File: src/hdl/intel_hex_record_parser_assert.svh
// ----------------------------------------------------------------------------
// Assertion macros for the HEX record parser
// Each macro is compiled out when ASSERT_OFF is defined.
// ----------------------------------------------------------------------------
`ifndef INTEL_HEX_RECORD_PARSER_ASSERT_SVH
`define INTEL_HEX_RECORD_PARSER_ASSERT_SVH

`ifndef ASSERT_OFF
// a in one cycle requires b in the same cycle
`define IHEX_ASSERT_IMPLIES(label, clk, rst, a, b) \
  label: assert property (@(posedge clk) disable iff (rst) (a) |-> (b)) \
    else $error("ihex assertion failed");
// a in one cycle requires b in the next cycle
`define IHEX_ASSERT_NEXT(label, clk, rst, a, b) \
  label: assert property (@(posedge clk) disable iff (rst) (a) |=> (b)) \
    else $error("ihex assertion failed");
`else
`define IHEX_ASSERT_IMPLIES(label, clk, rst, a, b)
`define IHEX_ASSERT_NEXT(label, clk, rst, a, b)
`endif

`endif

File: src/hdl/ihex_pkg.sv
// ----------------------------------------------------------------------------
// ihex_pkg
// Types and constants shared by the HEX record parser modules.
// ----------------------------------------------------------------------------
package ihex_pkg;

  // parser phase, one-hot
  typedef enum logic [5:0] {
    PH_WAIT  = 6'b000001,
    PH_COUNT = 6'b000010,
    PH_ADDR  = 6'b000100,
    PH_TYPE  = 6'b001000,
    PH_DATA  = 6'b010000,
    PH_CHK   = 6'b100000
  } phase_t;

  // result kinds
  localparam logic [1:0] KIND_HEADER = 2'd0;
  localparam logic [1:0] KIND_DATA   = 2'd1;
  localparam logic [1:0] KIND_CHECK  = 2'd2;

  localparam logic [7:0] CHAR_COLON = 8'h3A;
  localparam logic [7:0] TYPE_DATA  = 8'h00;
  localparam logic [3:0] BAD_NIBBLE = 4'hF;
  localparam logic [7:0] BAD_BYTE   = 8'hFF;
  localparam logic [3:0] NIBBLE_A   = 4'hA;

  // decoded hex digit
  typedef struct packed {
    logic [3:0] value;
    logic       ok;
  } nib_t;

  // one result item
  typedef struct packed {
    logic [1:0]  kind;
    logic [15:0] record_number;
    logic [7:0]  byte_count;
    logic [15:0] load_address;
    logic [7:0]  record_type;
    logic [7:0]  data_index;
    logic [7:0]  byte_value;
  } res_t;

endpackage

File: src/hdl/ihex_nibble.sv
// ----------------------------------------------------------------------------
// ihex_nibble
// Decodes one ASCII character as a hex digit; anything else gives 0xF.
// ----------------------------------------------------------------------------
module ihex_nibble
  import ihex_pkg::*;
(
  input  logic [7:0] char_in,
  output nib_t       nib
);

  // ranges 0-9, a-f, A-F
  always_comb begin
    nib.ok    = 1'b1;
    nib.value = BAD_NIBBLE;
    if (char_in >= 8'h30 && char_in <= 8'h39) begin
      nib.value = char_in[3:0];
    end else if ((char_in >= 8'h61 && char_in <= 8'h66) ||
                 (char_in >= 8'h41 && char_in <= 8'h46)) begin
      // low three bits run 1..6 for a..f and A..F
      nib.value = NIBBLE_A + 4'(char_in[2:0] - 3'd1);
    end else begin
      nib.ok = 1'b0;
    end
  end

endmodule

File: src/hdl/ihex_fsm.sv
// ----------------------------------------------------------------------------
// ihex_fsm
// Record state machine: walks the fields of a record one character per step
// and builds the header, data and checksum results.
// ----------------------------------------------------------------------------
module ihex_fsm
  import ihex_pkg::*;
(
  input  logic       clk,
  input  logic       rst,
  input  logic       step,
  input  logic [7:0] char_in,
  output logic       emit,
  output res_t       res
);

  phase_t      phase, phase_next;
  logic [1:0]  digit_pos, digit_pos_next;
  logic [15:0] partial_value, partial_value_next;
  logic [7:0]  count_reg, count_reg_next;
  logic [15:0] address_reg, address_reg_next;
  logic [7:0]  type_reg, type_reg_next;
  logic [7:0]  index_reg, index_reg_next;
  logic [15:0] record_counter, record_counter_next;

  nib_t        nib;
  logic [7:0]  byte_val;

  ihex_nibble u_nibble (
    .char_in (char_in),
    .nib     (nib)
  );

  // completed byte on the second digit; a bad low digit spoils the byte
  assign byte_val = nib.ok ? {partial_value[3:0], nib.value} : BAD_BYTE;

  // next state and result
  always_comb begin
    phase_next          = phase;
    digit_pos_next      = digit_pos;
    partial_value_next  = partial_value;
    count_reg_next      = count_reg;
    address_reg_next    = address_reg;
    type_reg_next       = type_reg;
    index_reg_next      = index_reg;
    record_counter_next = record_counter;
    emit                = 1'b0;
    res.kind            = KIND_HEADER;
    res.record_number   = record_counter;
    res.byte_count      = count_reg;
    res.load_address    = address_reg;
    res.record_type     = type_reg;
    res.data_index      = 8'd0;
    res.byte_value      = 8'd0;

    unique case (phase)
      PH_COUNT: begin
        if (digit_pos == 2'd0) begin
          partial_value_next = {12'd0, nib.value};
          digit_pos_next     = 2'd1;
        end else begin
          digit_pos_next     = 2'd0;
          count_reg_next     = byte_val;
          partial_value_next = 16'd0;
          phase_next         = PH_ADDR;
        end
      end
      PH_ADDR: begin
        partial_value_next = {partial_value[11:0], nib.value};
        if (digit_pos == 2'd3) begin
          address_reg_next = partial_value_next;
          digit_pos_next   = 2'd0;
          phase_next       = PH_TYPE;
        end else begin
          digit_pos_next = digit_pos + 2'd1;
        end
      end
      PH_TYPE: begin
        if (digit_pos == 2'd0) begin
          partial_value_next = {12'd0, nib.value};
          digit_pos_next     = 2'd1;
        end else begin
          digit_pos_next  = 2'd0;
          type_reg_next   = byte_val;
          index_reg_next  = 8'd0;
          phase_next      = (byte_val == TYPE_DATA && count_reg != 8'd0) ? PH_DATA : PH_CHK;
          emit            = 1'b1;
          res.record_type = byte_val;
        end
      end
      PH_DATA: begin
        if (digit_pos == 2'd0) begin
          partial_value_next = {12'd0, nib.value};
          digit_pos_next     = 2'd1;
        end else begin
          digit_pos_next = 2'd0;
          emit           = 1'b1;
          res.kind       = KIND_DATA;
          res.data_index = index_reg;
          res.byte_value = byte_val;
          index_reg_next = index_reg + 8'd1;
          if (index_reg_next >= count_reg) begin
            phase_next = PH_CHK;
          end
        end
      end
      PH_CHK: begin
        if (digit_pos == 2'd0) begin
          partial_value_next = {12'd0, nib.value};
          digit_pos_next     = 2'd1;
        end else begin
          digit_pos_next = 2'd0;
          phase_next     = PH_WAIT;
          emit           = 1'b1;
          res.kind       = KIND_CHECK;
          res.byte_value = byte_val;
        end
      end
      default: begin
        // waiting for a colon
        phase_next = PH_WAIT;
        if (char_in == CHAR_COLON) begin
          record_counter_next = record_counter + 16'd1;
          digit_pos_next      = 2'd0;
          partial_value_next  = 16'd0;
          phase_next          = PH_COUNT;
        end
      end
    endcase
  end

  // state registers, advanced once per character
  always_ff @(posedge clk) begin
    if (rst) begin
      phase          <= PH_WAIT;
      digit_pos      <= 2'd0;
      partial_value  <= 16'd0;
      count_reg      <= 8'd0;
      address_reg    <= 16'd0;
      type_reg       <= 8'd0;
      index_reg      <= 8'd0;
      record_counter <= 16'd0;
    end else if (step) begin
      phase          <= phase_next;
      digit_pos      <= digit_pos_next;
      partial_value  <= partial_value_next;
      count_reg      <= count_reg_next;
      address_reg    <= address_reg_next;
      type_reg       <= type_reg_next;
      index_reg      <= index_reg_next;
      record_counter <= record_counter_next;
    end
  end

endmodule

File: src/hdl/ihex_outreg.sv
// ----------------------------------------------------------------------------
// ihex_outreg
// Result register with valid/ready handshake towards the consumer.
// ----------------------------------------------------------------------------
module ihex_outreg
  import ihex_pkg::*;
(
  input  logic clk,
  input  logic rst,
  input  logic load,
  input  logic emit,
  input  res_t res_in,
  input  logic out_ready,
  output logic out_valid,
  output logic stall,
  output res_t res_out
);

  // a held result blocks the parser until it is taken
  assign stall = out_valid && !out_ready;

  always_ff @(posedge clk) begin
    if (rst) begin
      out_valid <= 1'b0;
    end else if (load) begin
      out_valid <= emit;
    end else if (out_ready) begin
      out_valid <= 1'b0;
    end
  end

  // payload
  always_ff @(posedge clk) begin
    if (load && emit) begin
      res_out <= res_in;
    end
  end

endmodule

File: src/hdl/intel_hex_record_parser.sv
// A character accepted into the character register is parsed when it steps
// the record state machine, and its result, if any, is loaded into the result
// register and raised on out_valid. Throughput: one character per cycle, through
// the record state machine between the character register and the result register;
// the input stalls only while a result waits to be taken.
// Reset (rst, synchronous): waiting for a colon, all fields and counters zero.
// ----------------------------------------------------------------------------
// intel_hex_record_parser
// Streaming HEX record parser: one ASCII character in per item, header, data
// byte and checksum results out.
// ----------------------------------------------------------------------------
`include "intel_hex_record_parser_assert.svh"

module intel_hex_record_parser
  import ihex_pkg::*;
(
  input  logic        clk,
  input  logic        rst,
  input  logic        in_valid,
  output logic        in_ready,
  input  logic [7:0]  char_in,
  output logic        out_valid,
  input  logic        out_ready,
  output logic [1:0]  kind,
  output logic [15:0] record_number,
  output logic [7:0]  byte_count,
  output logic [15:0] load_address,
  output logic [7:0]  record_type,
  output logic [7:0]  data_index,
  output logic [7:0]  byte_value
);

  logic       char_vld;
  logic [7:0] char_reg;
  logic       stall;
  logic       step;
  logic       emit;
  res_t       res_next;
  res_t       res;

  // the held character moves on unless a result is stuck at the output
  assign step     = char_vld && !stall;
  assign in_ready = !char_vld || step;

  // input character register
  always_ff @(posedge clk) begin
    if (rst) begin
      char_vld <= 1'b0;
    end else if (in_ready) begin
      char_vld <= in_valid;
    end
  end

  always_ff @(posedge clk) begin
    if (in_valid && in_ready) begin
      char_reg <= char_in;
    end
  end

  ihex_fsm u_fsm (
    .clk     (clk),
    .rst     (rst),
    .step    (step),
    .char_in (char_reg),
    .emit    (emit),
    .res     (res_next)
  );

  ihex_outreg u_out (
    .clk       (clk),
    .rst       (rst),
    .load      (step),
    .emit      (emit),
    .res_in    (res_next),
    .out_ready (out_ready),
    .out_valid (out_valid),
    .stall     (stall),
    .res_out   (res)
  );

  assign kind          = res.kind;
  assign record_number = res.record_number;
  assign byte_count    = res.byte_count;
  assign load_address  = res.load_address;
  assign record_type   = res.record_type;
  assign data_index    = res.data_index;
  assign byte_value    = res.byte_value;

  // checks
  `IHEX_ASSERT_IMPLIES(a_data_in_range, clk, rst, out_valid && kind == KIND_DATA,
                       data_index < byte_count)
  `IHEX_ASSERT_IMPLIES(a_header_zero, clk, rst, out_valid && kind == KIND_HEADER,
                       data_index == 8'd0 && byte_value == 8'd0)
  `IHEX_ASSERT_IMPLIES(a_kind_legal, clk, rst, out_valid,
                       kind == KIND_HEADER || kind == KIND_DATA || kind == KIND_CHECK)
  `IHEX_ASSERT_NEXT(a_stall_holds_char, clk, rst, char_vld && stall, char_vld && $stable(char_reg))

endmodule

File: config.mk
export PLATFORM = sky130hd
export DESIGN_NAME = intel_hex_record_parser
export DESIGN_NICKNAME = d
export VERILOG_FILES = /design/src/hdl/ihex_pkg.sv /design/src/hdl/ihex_nibble.sv /design/src/hdl/ihex_fsm.sv /design/src/hdl/ihex_outreg.sv /design/src/hdl/intel_hex_record_parser.sv
export VERILOG_INCLUDE_DIRS = /design/src /design/src/hdl
export SDC_FILE = /design/constraint.sdc
export NUM_CORES = 1
export LEC_CHECK = 0
export BUFFER_PORTS_ARGS = -buffer_cell sky130_fd_sc_hd__buf_4
export CAP_MARGIN = 10
export CORE_MARGIN = 3
export CORE_UTILIZATION = 55
export DETAILED_ROUTE_END_ITERATION = 16
export PLACE_DENSITY = 0.76
export SLEW_MARGIN = 20
export SYNTH_ARGS = -nofsm -noshare
export SYNTH_HDL_FRONTEND = slang
export SYNTH_HIERARCHICAL = 1
export SYNTH_SLANG_ARGS = --single-unit
File: constraint.sdc
create_clock -name clk -period 4.2 [get_ports clk]
set_input_delay 0.21 -clock clk [delete_from_list [all_inputs] [get_ports clk]]
set_output_delay 0.21 -clock clk [all_outputs]
set_load 0.005 [all_outputs]
* Yosys cells after proc, flatten, opt, wreduce, memory -nomap -nowiden
Cells that the tools add are included.
Word-level totals: bits in registers 152, output and inout bits 68
Cells by class: add/subtract/negate cells 5, $lt $le $gt $ge 7, equality and inequality tests 14, muxes and demuxes 37, bitwise logic cells 3, reductions and logical operators 31
Operators by type and width (count):
- $mux 8 | 7
- $mux 6 | 7
- $pmux 12 s3 | 1
- $pmux 8 s2 | 2
- $pmux 6 s5 | 1
- $mux 12 | 2
- $add 16x1->16 const B | 1
- $ge 8x7->1 const B | 2
- $le 8x7->1 const B | 2
- $mux 4 | 3
- $reduce_and 3->1 | 4
- $add 8x1->8 const B | 1
- $eq 8x6->1 const B | 1
- $ge 8x6->1 const B | 1
- $ge 8x8->1 | 1
- $le 8x6->1 const B | 1
- $logic_and 1x1->1 | 8
- $logic_not 8->1 | 1
- $mux 1 | 8
- $mux 2 | 4
- $ne 2x2->1 const B | 4
- $pmux 2 s2 | 2
- $reduce_bool 8->1 | 1
- $reduce_and 7->1 | 1
- 23 further kinds | 31

* Longest topological paths before layout
Gate-level depths: netlist of the first run.
depth after elaboration 11, mapped depth 10, depth with buffers taken out 10

* By module
The synthesis of the first run kept the hierarchy.
By module, submodules not included:
- ihex_fsm | instances 1, cells an instance 450, area each 3808.7 µm², seq. area each 1521.5 µm²
- ihex_outreg | instances 1, cells an instance 72, area each 2030.7 µm², seq. area each 2001.9 µm²
- intel_hex_record_parser | instances 1, cells an instance 14, area each 287.8 µm², seq. area each 260.2 µm²
- ihex_nibble | instances 1, cells an instance 22, area each 168.9 µm², seq. area each 0.0 µm²

* Worst setup path before layout of the first run
OpenSTA, ideal clock, no wires.
path kind flip-flop to flip-flop, from register u_fsm.phase[4], to register u_out/res_out[0] (netlist name) (enable), arrival time 2506 ps, data required time 3768 ps, slack 1262 ps, stages on the path, launching flop included 6, path buffers 1, cells stage by stage dfxtp_1 -> buf_2 -> xor2_1 -> o211ai_1 -> nor2_1 -> and2_1
On the way: cells in the longest elaborated chain, start to end 4
RTL lines:
- start: declaration | RTL line ihex_fsm.sv:17 | phase_t phase, phase_next;
- start signal: assignment | RTL line ihex_fsm.sv:144 | phase <= phase_next;
- $eq 6x4->1 (tied with other cells) | RTL line ihex_fsm.sv:56 | unique case (phase)
- $reduce_or 3->1 (no line) (*)
- $mux 1 (*)
- named net emit | RTL line intel_hex_record_parser.sv:37 | logic emit;
- $logic_and 1x1->1 (*) | RTL line ihex_outreg.sv:34 | if (load && emit) begin
- end signal: assignment | RTL line ihex_outreg.sv:35 | res_out <= res_in;
- end: declaration | RTL line ihex_outreg.sv:16 | output res_t res_out
The timed path passes the listed nets; every way through them passes the cells marked *. A chain may end at the register's enable or synchronous reset.

==> results.json, run 1 <==
{
  "p_per_area_nw_per_um2": 416.0,
  "cap_viol_max_count": 0,
  "synth_most_common_cell": "dfxtp_1",
  "clkTransAtPathRegs_ns": 0.06,
  "core_um2": 11030,
  "cp.arrival_ns": 3.19,
  "rsz0062_at_grt": "no",
  "io_pins": 80,
  "wl_per_cell_um": 16.60,
  "clock_skew_ns": 0.005926,
  "row_count": 38,
  "yosysUniqueCellTypes": 63,
  "wl_um": 13220,
  "fill_cells": 807,
  "grt_usage": 0.2093,
  "yosys-top-cells-count": "dfxtp_1, edfxtp_1, nor2_1",
  "ant_nets": 0,
  "initialDrtViolationCount": 359,
  "vias_per_cell": 5.677,
  "cts_resized": 0,
  "grt_max_degree": 70,
  "worst_pin_slew_ns": 0.9590,
  "largest_reg_flops": 66,
  "ys_ff_latch": 152,
  "synth-edff-count": 74,
  "area_growth_pct": 22.18,
  "p_leak_nw": 3.189,
  "gr-total-overflow": 0,
  "dieArea_um2": 12770,
  "die_w_um": 113.0,
  "num_antenna_cells": 0,
  "gp_congestion": 0.8954,
  "outcome": "finished, final reports clean",
  "crit_fanout": 8,
  "dp_hpwl_um": 8725,
  "fin_nets": 670,
  "hold_violations": 0,
  "synthTopCellsByArea": "edfxtp_1, dfxtp_1, mux2i_1, nor2_1, ha_1",
  "grt_pass1_vias": 4250,
  "start_util": 0.5708,
  "drive_gt1_frac": 0.1951,
  "setup_tns_ns": 0,
  "synth.avg_cell_area_um2": 11.28,
  "yosys_warnings": 6,
  "antenna_found_initial": 0,
  "period_share": 0.6800,
  "dpl_cell_area_um2": 6980,
  "async_flop_share": 0,
  "tritoncts": "built",
  "hold_class": "input pin to flip-flop",
  "synth_top_area_frac": 0.3529,
  "cts_hold_buf": 8,
  "seq_area_frac_synth": 0.6010,
  "regArea_um2": 3784,
  "slew_headroom": 0.3583,
  "htree_levels": 4,
  "yosys_most_used_dff": "dfxtp_1",
  "multi_input_comb_area_um2": 2344,
  "setup_viol": 0,
  "period_minus_slack_ns": 2.856,
  "clock-sinks": 152,
  "netlist_area_um2": 6296,
  "dp.cells": 756,
  "post-cts-setup-buffer-count": 0,
  "yosys.area.top_type": "edfxtp_1",
  "root_buffer": "clkbuf_16",
  "irDropWorstVdd_mv": 0.2365,
  "worstSkewPairLatency_ns": 0.41,
  "hold_ws_ns": 0.04713,
  "num_vias": 4519,
  "grt_pass1_wl_um": 21130,
  "clk_path_buf_depth": 2,
  "drc": 0,
  "first_pass_iters": 5,
  "final_cell_count_no_fill": 796,
  "worst_setup_path_start_kind": "flip-flop",
  "cp.required_ns": 4.53,
  "max_freq_mhz": 350.1,
  "die_h_um": 113.0,
  "critPathKind": "flip-flop to flip-flop",
  "syn-num-nets": 585,
  "portBuffers": 79,
  "finalMaxSlewViolations": 0,
  "fin_area_um2": 7692,
  "cp-end-kind": "flip-flop",
  "cts-buffers-inserted": 17,
  "synthCells": 558
}
==> path summary, 6_finish.rpt <==
kind                                                   startpoint                     endpoint  slack (ns)  cells after the start
worst max-delay path                        char_reg[7]$_DFFE_PP_  u_fsm/phase[4]$_SDFFE_PP0P_        1.34                      8
worst min-delay path                                     in_valid        char_vld$_SDFFE_PP0P_        0.05                      3
worst max register to register              char_reg[7]$_DFFE_PP_  u_fsm/phase[4]$_SDFFE_PP0P_        1.34                      8
worst min register to register  u_fsm/address_reg[7]$_SDFFE_PP0P_  u_out/res_out[31]$_DFFE_PP_        0.43                      0
==> per-stage QoR <==
stage | setup WS [ns] | utilization | power, W
CTS | 1.421 | 0.6969 | 0.003226
global route | 1.237 | 0.6974 | 0.003298
floorplan | 1.262 | - | 0.001619
detailed placement | 1.480 | 0.6328 | 0.001639
finish | 1.344 | 0.6974 | 0.003200
global placement | 1.686 | 0.6328 | 0.001636
==> power by group <==
part | switching [W] | leakage [nW] | total (W) | internal, W
registers | 0.00000729 | 1.47 | 0.00156 | 0.00155
logic | 0.0000357 | 1.41 | 0.0000585 | 0.0000228
clock network | 0.000585 | 0.306 | 0.00159 | 0.00100
total | 0.000628 | 3.19 | 0.00320 | 0.00257
==> layout by cell type (no fill, tap or decap), types with 13 or more instances in the layout <==
cell | Yosys | final
edfxtp_1 | 74 | 74
a21oi_1 | 30 | 30
ha_1 | 15 | 15
and2_1 | 14 | 13
nand2_1 | 44 | 44
nor2b_1 | 13 | 13
inv_1 | 20 | 20
clkbuf_16 | 0 | 17
dfxtp_1 | 78 | 78
buf_4 | 0 | 81
nor2_1 | 74 | 74
a211oi_1 | 18 | 18
mux2i_1 | 31 | 31
==> worst max-delay path: stages (launching register included) <==
cell and delay [ns]:
edfxtp_1 0.42, nor4bb_1 0.55, a21boi_0 0.51, or2_1 0.28, nor2b_1 0.33, o2111a_1 0.26, nor2b_1 0.16, nand4_1 0.11
a21oi_1 0.16
==> per-layer routing <==
| metal | wire (µm) | track usage | part of all wire | up-vias |
|---|---|---|---|---|
| met2 | 6556 | 0.3456 | 0.50 | 158 |
| li1 | - | - | - | 2210 |
| met5 | 0 | 0 | 0 | - |
| met4 | 165 | 0.06090 | 0.012 | 0 |
| met1 | 5731 | 0.2741 | 0.43 | 2134 |
| met3 | 762 | 0.05455 | 0.058 | 17 |
==> cell type report <==
cell class,instances,area share
clock inverters,14,0.02570
flip-flops and latches,152,0.4919
well taps,140,0.02277
clock buffers,18,0.05579
repair buffers,89,0.08946
inverters,20,0.009759
multi-input cells,363,0.3047
==> logic make-up after synthesis <==
kind of cell | count (synthesis) | share of synthesized area
AOI/OAI and AO/OA | 102 | 0.1133
xor gates and xnor gates | 8 | 0.01113
adders and majority gates | 15 | 0.02981
buffers and inverters | 43 | 0.02782
DFF | 152 | 0.6010
muxes | 31 | 0.04928
and+or+nand+nor | 207 | 0.1677
(Power assumes the default switching activity.)
==> inputs of run 2 (changes only) <==
--- a/config.mk
+++ b/config.mk
@@ -6,6 +6,7 @@
 export SDC_FILE = /design/constraint.sdc
 export NUM_CORES = 1
 export LEC_CHECK = 0
+export ABC_AREA = 1
 export BUFFER_PORTS_ARGS = -buffer_cell sky130_fd_sc_hd__buf_4
 export CAP_MARGIN = 10
 export CORE_MARGIN = 3
==> constraint.sdc (replaced) <==
create_clock -name clk -period 2.8 [get_ports clk]
set_input_delay 0.14 -clock clk [delete_from_list [all_inputs] [get_ports clk]]
set_output_delay 0.14 -clock clk [all_outputs]
set_load 0.005 [all_outputs]
==> results.json, run 2 <==
{
  "row_count": 39,
  "vias_per_cell": 5.308,
  "clkTransAtPathRegs_ns": 0.06,
  "largest_reg_flops": 66,
  "max_freq_mhz": 403.6,
  "synth_most_common_cell": "nand2_1",
  "hold_violations": 0,
  "synth_top_area_frac": 0.3289,
  "area_growth_pct": 20.72,
  "root_buffer": "clkbuf_16",
  "yosys.area.top_type": "edfxtp_1",
  "period_minus_slack_ns": 2.478,
  "num_antenna_cells": 0,
  "gp_congestion": 0.8745,
  "fin_nets": 872,
  "dp_hpwl_um": 10030,
  "p_leak_nw": 3.541,
  "post-cts-setup-buffer-count": 0,
  "yosys-top-cells-count": "nand2_1, nor2_1, inv_1",
  "grt_pass1_wl_um": 24130,
  "worst_pin_slew_ns": 0.7588,
  "mostFrequentLayoutCell": "nand2_1",
  "cap_viol_max_count": 0,
  "slew_headroom": 0.4914,
  "p_per_area_nw_per_um2": 599.7,
  "ant_nets": 0,
  "die_w_um": 116.8,
  "rsz0062_at_grt": "no",
  "fin_util": 0.6965,
  "gr-total-overflow": 0,
  "setup_tns_ns": 0,
  "num_vias": 5313,
  "netlist_area_um2": 6756,
  "finalMaxSlewViolations": 0,
  "antenna_found_initial": 0,
  "grt_pass1_vias": 5045,
  "yosysUniqueCellTypes": 36,
  "setup_viol": 0,
  "cp-end-kind": "flip-flop",
  "die_h_um": 116.8,
  "cts_hold_buf": 9,
  "outcome": "finished, final reports clean",
  "io_pins": 80,
  "synthTopCellsByArea": "edfxtp_1, dfxtp_1, nand2_1, nor2_1, inv_1",
  "grt_max_degree": 50,
  "start_util": 0.5769,
  "initialDrtViolationCount": 368,
  "r2r_cells": 15,
  "tritoncts": "built",
  "worstSkewPairLatency_ns": 0.42,
  "clock_skew_ns": 0.005637,
  "yosys_warnings": 6,
  "yosys_most_used_dff": "dfxtp_1",
  "drive_gt1_frac": 0.1830,
  "grt_usage": 0.2280,
  "worst_setup_path_start_kind": "flip-flop",
  "clock-sinks": 152,
  "seq_area_frac_synth": 0.5600,
  "drc": 0,
  "mostFrequentLayoutCells": "nand2_1, nor2_1, inv_1",
  "synth-edff-count": 74,
  "syn-num-nets": 780,
  "hold_ws_ns": 0.04663,
  "hold_class": "input pin to flip-flop",
  "hold_depth": 4,
  "first_pass_iters": 5,
  "dieArea_um2": 13650,
  "portBuffers": 79,
  "synth.avg_cell_area_um2": 8.973,
  "ys_ff_latch": 152,
  "clk_path_buf_depth": 2,
  "wl_um": 14720,
  "synthCells": 753,
  "cts_resized": 0,
  "core_um2": 11710,
  "fill_cells": 902,
  "irDropWorstVdd_mv": 0.4487,
  "wl_per_cell_um": 14.71,
  "htree_levels": 4,
  "async_flop_share": 0,
  "critPathKind": "flip-flop to flip-flop",
  "crit_fanout": 6,
  "cp.arrival_ns": 2.80,
  "cp.required_ns": 3.12,
  "period_share": 0.8848,
  "cts-buffers-inserted": 17
}
run 2: cell families (layout without fill, tap and decap cells):
group | after synthesis | in the layout | share of synthesized area
DFF | 152 | 152 | 0.5600
buffers and inverters | 121 | 226 | 0.07259
xor gates and xnor gates | 17 | 17 | 0.02204
adders and majority gates | 15 | 15 | 0.02778
and+or+nand+nor | 343 | 343 | 0.2374
AOI/OAI and AO/OA | 105 | 105 | 0.08019
run 2: where the power goes:
group | total (W) | internal (W) | switching [W]
combinational | 0.000213 | 0.0000737 | 0.000139
clock | 0.00231 | 0.00146 | 0.000845
sequential | 0.00237 | 0.00234 | 0.0000252
run 2: layout make-up:
| type | instances | area (µm²) | share of cell area |
|---|---|---|---|
| clock inverters | 9 | 122.6 | 0.01503 |
| flip-flops and latches | 152 | 3784 | 0.4639 |
| multi-input cells | 480 | 2482 | 0.3043 |
| inverters | 99 | 375.4 | 0.04602 |
| well taps | 143 | 178.9 | 0.02194 |
| clock buffers | 23 | 478.0 | 0.05860 |
| repair buffers | 95 | 735.7 | 0.09020 |
run 2: through the flow:
step / setup slack, ns / cell area, µm² / std cells / power, W
floorplan: 0.3323 / 6760 / 753 / 0.002563
global placement: 0.4800 / 7466 / 960 / 0.002604
detailed placement: 0.3678 / 7466 / 960 / 0.002616
CTS: 0.3595 / 8157 / 1001 / 0.004914
global route: 0.1159 / 8157 / 1001 / 0.005051
finish: 0.3225 / 8157 / 1001 / 0.004891
run 2: path summary, 6_finish.rpt:
kind | from | to | slack (ns)
worst max-delay path | char_reg[0]$_DFFE_PP_ | u_fsm/phase[5]$_SDFFE_PP0P_ | 0.32
worst max register to register | char_reg[0]$_DFFE_PP_ | u_fsm/phase[5]$_SDFFE_PP0P_ | 0.32
worst min register to register | u_fsm/address_reg[14]$_SDFFE_PP0P_ | u_out/res_out[38]$_DFFE_PP_ | 0.42
worst min-delay path | out_ready | char_vld$_SDFFE_PP0P_ | 0.05
run 2: routing by layer:
metal / track usage / share of wire
met1: 0.2975 / 0.44
met2: 0.3656 / 0.47
met3: 0.04936 / 0.061
met4: 0.1047 / 0.024
met5: 0 / 0
run 2: critical path, cell delays in order (launching register included):
cell	delay (ns)
edfxtp_1	0.47
inv_1	0.14
ha_1	0.19
o21bai_1	0.08
nand2_2	0.10
nand2_2	0.08
nand2_1	0.13
inv_1	0.11
nor2_1	0.36
nand3_1	0.12
nor2_1	0.21
nand3_1	0.11
nand2_1	0.07
nand3_1	0.07
nand2_1	0.07
nor2_1	0.04
